[src/rkf_pkg.sv]
// Shared types and constants for the RGBA 3x3 kernel filter.
// No dependencies; imported by rkf_window, rkf_arith and the top level.
`default_nettype none

package rkf_pkg;

  typedef logic [31:0] pixel_t;

  typedef struct packed {
    logic [7:0] in_red;
    logic [7:0] in_green;
    logic [7:0] in_blue;
    logic [7:0] in_alpha;
    logic       frame_start;
  } pix_in_t;

  typedef struct packed {
    logic [7:0]  out_red;
    logic [7:0]  out_green;
    logic [7:0]  out_blue;
    logic [7:0]  out_alpha;
    logic [11:0] out_row;
    logic [10:0] out_col;
    logic        frame_last;
  } pix_out_t;

  // Per-request control travelling alongside the window pipeline
  typedef struct packed {
    logic        emit;
    logic        last;
    logic [11:0] row;
    logic [10:0] col;
  } ctrl_t;

  localparam int CFG_IDX_W  = 2;
  localparam int CFG_DATA_W = 36;

  localparam logic [CFG_IDX_W-1:0] CFG_IMAGE_WIDTH    = 2'd0;
  localparam logic [CFG_IDX_W-1:0] CFG_IMAGE_HEIGHT   = 2'd1;
  localparam logic [CFG_IDX_W-1:0] CFG_KERNEL_WEIGHTS = 2'd2;
  localparam logic [CFG_IDX_W-1:0] CFG_FILTER_ALPHA   = 2'd3;

  localparam logic [11:0] WIDTH_RESET   = 12'd640;
  localparam logic [12:0] HEIGHT_RESET  = 13'd480;
  localparam logic [35:0] WEIGHTS_RESET = 36'h111111111;

  localparam int TAPS  = 9;
  localparam int SUM_W = 16;

  // floor(x/9) == (x * 58255) >> 19 for every x below 2^16
  localparam logic [15:0] DIV9_MUL   = 16'd58255;
  localparam int          DIV9_SHIFT = 19;

  function automatic logic [7:0] div9_sat(input logic [SUM_W-1:0] sum);
    logic [31:0] prod;
    logic [12:0] quo;
    prod = 32'(sum) * 32'(DIV9_MUL);
    quo  = prod[DIV9_SHIFT +: 13];
    return (quo > 13'd255) ? 8'hff : quo[7:0];
  endfunction

endpackage

`default_nettype wire

[src/rkf_arith.sv]
// Weighted 3x3 sums per channel, then divide by 9 and saturate (alpha is the centre pixel's
// alpha when filter_alpha_i is low). Two register stages, both advancing on adv_i. Depends on rkf_pkg.
`default_nettype none

module rkf_arith
  import rkf_pkg::*;
(
  input  wire logic        clk_i,
  input  wire logic        adv_i,
  input  wire pixel_t      window_i [TAPS],
  input  wire logic [35:0] weights_i,
  input  wire logic        filter_alpha_i,
  output pixel_t           result_o
);

  logic [SUM_W-1:0] sum_d [4];
  logic [SUM_W-1:0] sum_q [4];
  logic [7:0]       centre_alpha_q;
  pixel_t           result_q;

  always_comb begin
    for (int c = 0; c < 4; c++) begin
      sum_d[c] = '0;
      for (int k = 0; k < TAPS; k++) begin
        sum_d[c] = sum_d[c] + SUM_W'(weights_i[4*k +: 4]) * SUM_W'(window_i[k][8*c +: 8]);
      end
    end
  end

  always_ff @(posedge clk_i) begin
    if (adv_i) begin
      sum_q          <= sum_d;
      centre_alpha_q <= window_i[4][31:24];
      result_q[7:0]   <= div9_sat(sum_q[0]);
      result_q[15:8]  <= div9_sat(sum_q[1]);
      result_q[23:16] <= div9_sat(sum_q[2]);
      result_q[31:24] <= filter_alpha_i ? div9_sat(sum_q[3]) : centre_alpha_q;
    end
  end

  assign result_o = result_q;

endmodule

`default_nettype wire

[config.mk]
export PLATFORM = sky130hd
export DESIGN_NAME = rkf_arith
export DESIGN_NICKNAME = d
export VERILOG_FILES = /design/src/rkf_pkg.sv /design/src/rkf_arith.sv
export SDC_FILE = /design/constraint.sdc
export NUM_CORES = 2
export LEC_CHECK = 0
export BUFFER_PORTS_ARGS = -buffer_cell sky130_fd_sc_hd__buf_2
export CORE_MARGIN = 2
export CORE_UTILIZATION = 59
export CTS_BUF_LIST = sky130_fd_sc_hd__clkbuf_4 sky130_fd_sc_hd__clkbuf_8 sky130_fd_sc_hd__clkbuf_16
export DETAILED_ROUTE_END_ITERATION = 8
export PLACE_DENSITY = 0.81
export SYNTH_ARGS = -nofsm -noshare
export SYNTH_HDL_FRONTEND = slang
export SYNTH_SLANG_ARGS = --single-unit
export TNS_END_PERCENT = 10
[constraint.sdc]
create_clock -name clk_i -period 7.4 [get_ports clk_i]
set_input_delay 0.74 -clock clk_i [delete_from_list [all_inputs] [get_ports clk_i]]
set_output_delay 0.74 -clock clk_i [all_outputs]
set_load 0.01 [all_outputs]
==> metrics.csv <==
stage,metric,value,unit
outcome,status,finished clean,
logic_synthesis,ys_seq_elements,104,
setup_path,end_kind,flip-flop,
setup_path,cp_max_fo,8,
clock_tree,htreeDepth,3,
setup_path,r2r-start,sum_q[55],
logic_synthesis,synthArstFlopShare,0,%
detailed_routing,vias,40600,
setup_path,ff2ff_setup_slack,0.63,ns
placement,finalWeightedCongestion,0.999,
grt,grt.total_usage,33.0,%
timing,rsz0062_at_grt,yes,
run,maxCapViolations,0,
logic_synthesis,yosys_warnings,0,
clock_tree,clock_latency,0.41,ns
detailed_routing,viasPerCell,5.36,
floorplan,dieArea,96600,µm²
timing,maxSlewHeadroom,36.1,%
hold_path,hold-path-endpoint,result_o[25],
floorplan,ios,359,
setup_path,worstPathArrival,7.43,ns
timing,max_freq,137,MHz
clock_tree,cts_tree,built,
logic_synthesis,yosys-top-cells-area,"fa_1 48%, ha_1 17%, inv_1 11%",
hold_path,hp-class,reg2reg,
clock_tree,clock_sinks,104,
setup_path,cp_slowest_cell,fa_1,
detailed_routing,drt_pass1_iterations,6,
setup_path,crit_type,in2reg,
logic_synthesis,syn_inst,5743,
grt,grt_overflow,0,
setup_path,critical-path-max-stage-delay,0.59,ns
clock_tree,numCtsBuffers,9,
clock_tree,hold_buffers,0,
cells_and_area,fill_cells,7189,
setup_path,crit_family,adder cells,
timing,period_share,98.4,%
grt,grt_pass1_wl,245000,µm
floorplan,initial_core_util,59.5,%
logic_synthesis,synth_edf_count,104,
logic_synthesis,synth.most_common_cell,inv_1,
setup_path,cp_num_buf_inv,4,
timing,hold_viol,0,
cells_and_area,drive_above_1_share,11.0,%
detailed_routing,wl_per_cell,20.2,µm
placement,hpwl,139000,µm
logic_synthesis,synth_cell_types,68,
timing,finalSetupTns,0,ns
setup_path,worstRegToRegCells,20,
detailed_routing,wl,153000,µm
setup_path,crit_required,7.54,ns
detailed_routing,drtIter0Drc,2952,
logic_synthesis,syn_area,55500,µm²
logic_synthesis,synth_common_cells,"1694 x inv_1, 1332 x fa_1, 768 x ha_1",
logic_synthesis,seq_area_frac_synth,5.62,%
floorplan,row_count,112,
logic_synthesis,synth_top_area_cell,fa_1,
detailed_routing,ant_nets,0,
logic_synthesis,synth_top_cell_area_share,48.0,%
grt,grt_antenna_before_repair,87,
grt,grt_pass1_vias,44500,
clock_tree,clk_pin_slew,0.07,ns
timing,slew_violations,0,
logic_synthesis,synth_top_flop_cell,edfxtp_1,
placement,io_buffers,358,
clock_tree,clockBufferDepth,2,
timing,setup_viol,0,
floorplan,die_x,311,µm
grt,grt_max_degree,74,
logic_synthesis,avgSynthCellArea,9.67,µm²
detailed_routing,drc,0,
hold_path,worstHoldPathCells,1,
timing,fin_crit,7.28,ns
setup_path,cp_common_cell,fa_1,
floorplan,die_h,311,µm
floorplan,core,93300,µm²
timing,tightest_slew,0.958,ns
setup_path,reg2reg_to,result_o[2],
setup_path,cp_cell_sequence,buf_2 -> buf_4 -> and2_1 -> fa_1 -> fa_1 -> fa_1 -> fa_1 -> fa_1 -> inv_2 -> fa_1 -> fa_1 -> inv_2 -> fa_2 -> ha_4 -> a21o_1 -> a21oi_2 -> o21bai_1 -> a21oi_2 -> nor2b_1 -> o2111ai_1 -> nand3_1 -> o41ai_2 -> xnor2_1,
cells_and_area,nets,8689,
timing,finClkSkew,0.0141,ns
cells_and_area,syn2layout_area_growth,10.9,%
setup_path,cp-start-kind,primary input,
clock_tree,cts_root_buf,clkbuf_16,
hold_path,min-delay-start,centre_alpha_q[1],
logic_synthesis,synth_fp_nets,8170,
## worst register-to-register path, cell delays in order, from the launching register on
cell and delay (ns):
edfxtp_1 0.51, fa_1 0.64, ha_1 0.25, inv_1 0.13, fa_1 0.45, fa_1 0.49
inv_1 0.05, fa_1 0.47, inv_1 0.05, fa_1 0.48, inv_1 0.04, ha_1 0.30
a21o_1 0.20, a21o_1 0.19, a21oi_1 0.18, o221ai_1 0.23, o21ai_1 0.27, a21oi_1 0.13
o41ai_1 0.50, mux2i_1 0.60, nand3_1 0.28
## flip-flops by register name, indices dropped and copies added (netlist names)
signal / cells
result_o: 32
centre_alpha_q: 8
sum_q: 64
## worst max path at each step
stage	from	to	cells after the start
final	weights_i[5]	sum_q[62]	23
after global placement	weights_i[20]	sum_q[15]	26
after CTS	weights_i[32]	sum_q[29]	25
after global routing	weights_i[3]	sum_q[62]	27
after detailed placement	weights_i[17]	sum_q[61]	26
after floorplan	weights_i[24]	sum_q[31]	25
## through the flow
| step | setup WS [ns] | cells | instance area (µm²) | util, % | hold slack [ns] |
|---|---|---|---|---|---|
| floorplan | 0.0385 | 5743 | 55500 | - | 0.518 |
| global placement | -0.273 | 7493 | 60800 | 65.2 | 0.525 |
| detailed placement | -0.415 | 7493 | 60800 | 65.2 | 0.538 |
| CTS | 0.0477 | 7509 | 61100 | 65.5 | 0.555 |
| global route | -0.100 | 7553 | 61600 | 66.0 | 0.563 |
| finish | 0.116 | 7573 | 61600 | 66.0 | 0.555 |
## cell usage in the layout (no fill, tap or decap), types with 7 or more instances in the layout
cell type | Yosys | layout
o21ai_1 | 8 | 8
nor2b_1 | 10 | 10
and3_1 | 14 | 14
nand3_1 | 25 | 25
buf_12 | 0 | 39
a21oi_2 | 4 | 17
xor2_1 | 28 | 28
o21bai_1 | 14 | 13
and2_1 | 511 | 509
or3_1 | 16 | 16
ha_1 | 768 | 765
a21o_1 | 46 | 46
xnor2_1 | 66 | 66
buf_4 | 2 | 226
o22a_1 | 8 | 8
a21oi_1 | 80 | 66
nand2b_1 | 8 | 8
clkbuf_16 | 0 | 11
a211oi_1 | 11 | 7
edfxtp_1 | 104 | 104
nor2_1 | 55 | 55
buf_2 | 0 | 341
nor3_1 | 13 | 13
o21ai_0 | 35 | 35
inv_1 | 1694 | 1691
fa_1 | 1332 | 1326
nand2_1 | 689 | 688
diode_2 | 0 | 52
nand4_1 | 16 | 16
## timing repair
| action | CTS | global route |
|---|---|---|
| resized for setup | 1 | 68 |
| cloned | 0 | 2 |
| setup buffers | 0 | 10 |
| pin swaps | 0 | 41 |
| setup endpoints to repair | 2 | 16 |
## cells by family after synthesis
family          count (synthesis)  share of synthesized area (%)
fa+ha+maj                    2100                           65.3
buf+inv                      1805                           12.2
simple gates                 1373                           12.1
compound gates                261                           3.19
flops                         104                           5.62
xor+xnor                       94                           1.48
mux                             6                          0.110
## metal layers
metal / wire length, µm / vias up / global-route usage, %
met5: 416 / - / 0.0988
met4: 4780 / 64 / 10.2
met3: 18100 / 321 / 11.4
met2: 67300 / 1874 / 49.3
met1: 62500 / 20400 / 45.7
li1: - / 17900 / -
## area by class of cell
cell class	instances	area, µm²	share of cell area, %
multi-input cells	3834	45800	74.3
repair buffers	619	4340	7.04
flip-flops and latches	104	3120	5.07
clock buffers	9	225	0.365
diodes	52	130	0.211
inverters	1694	6360	10.3
well taps	1254	1570	2.55
clock inverters	7	86.3	0.140
Power is left out: the tool's default activity adds up to more than one toggle a clock period on the data nets, which glitch-free logic cannot reach.
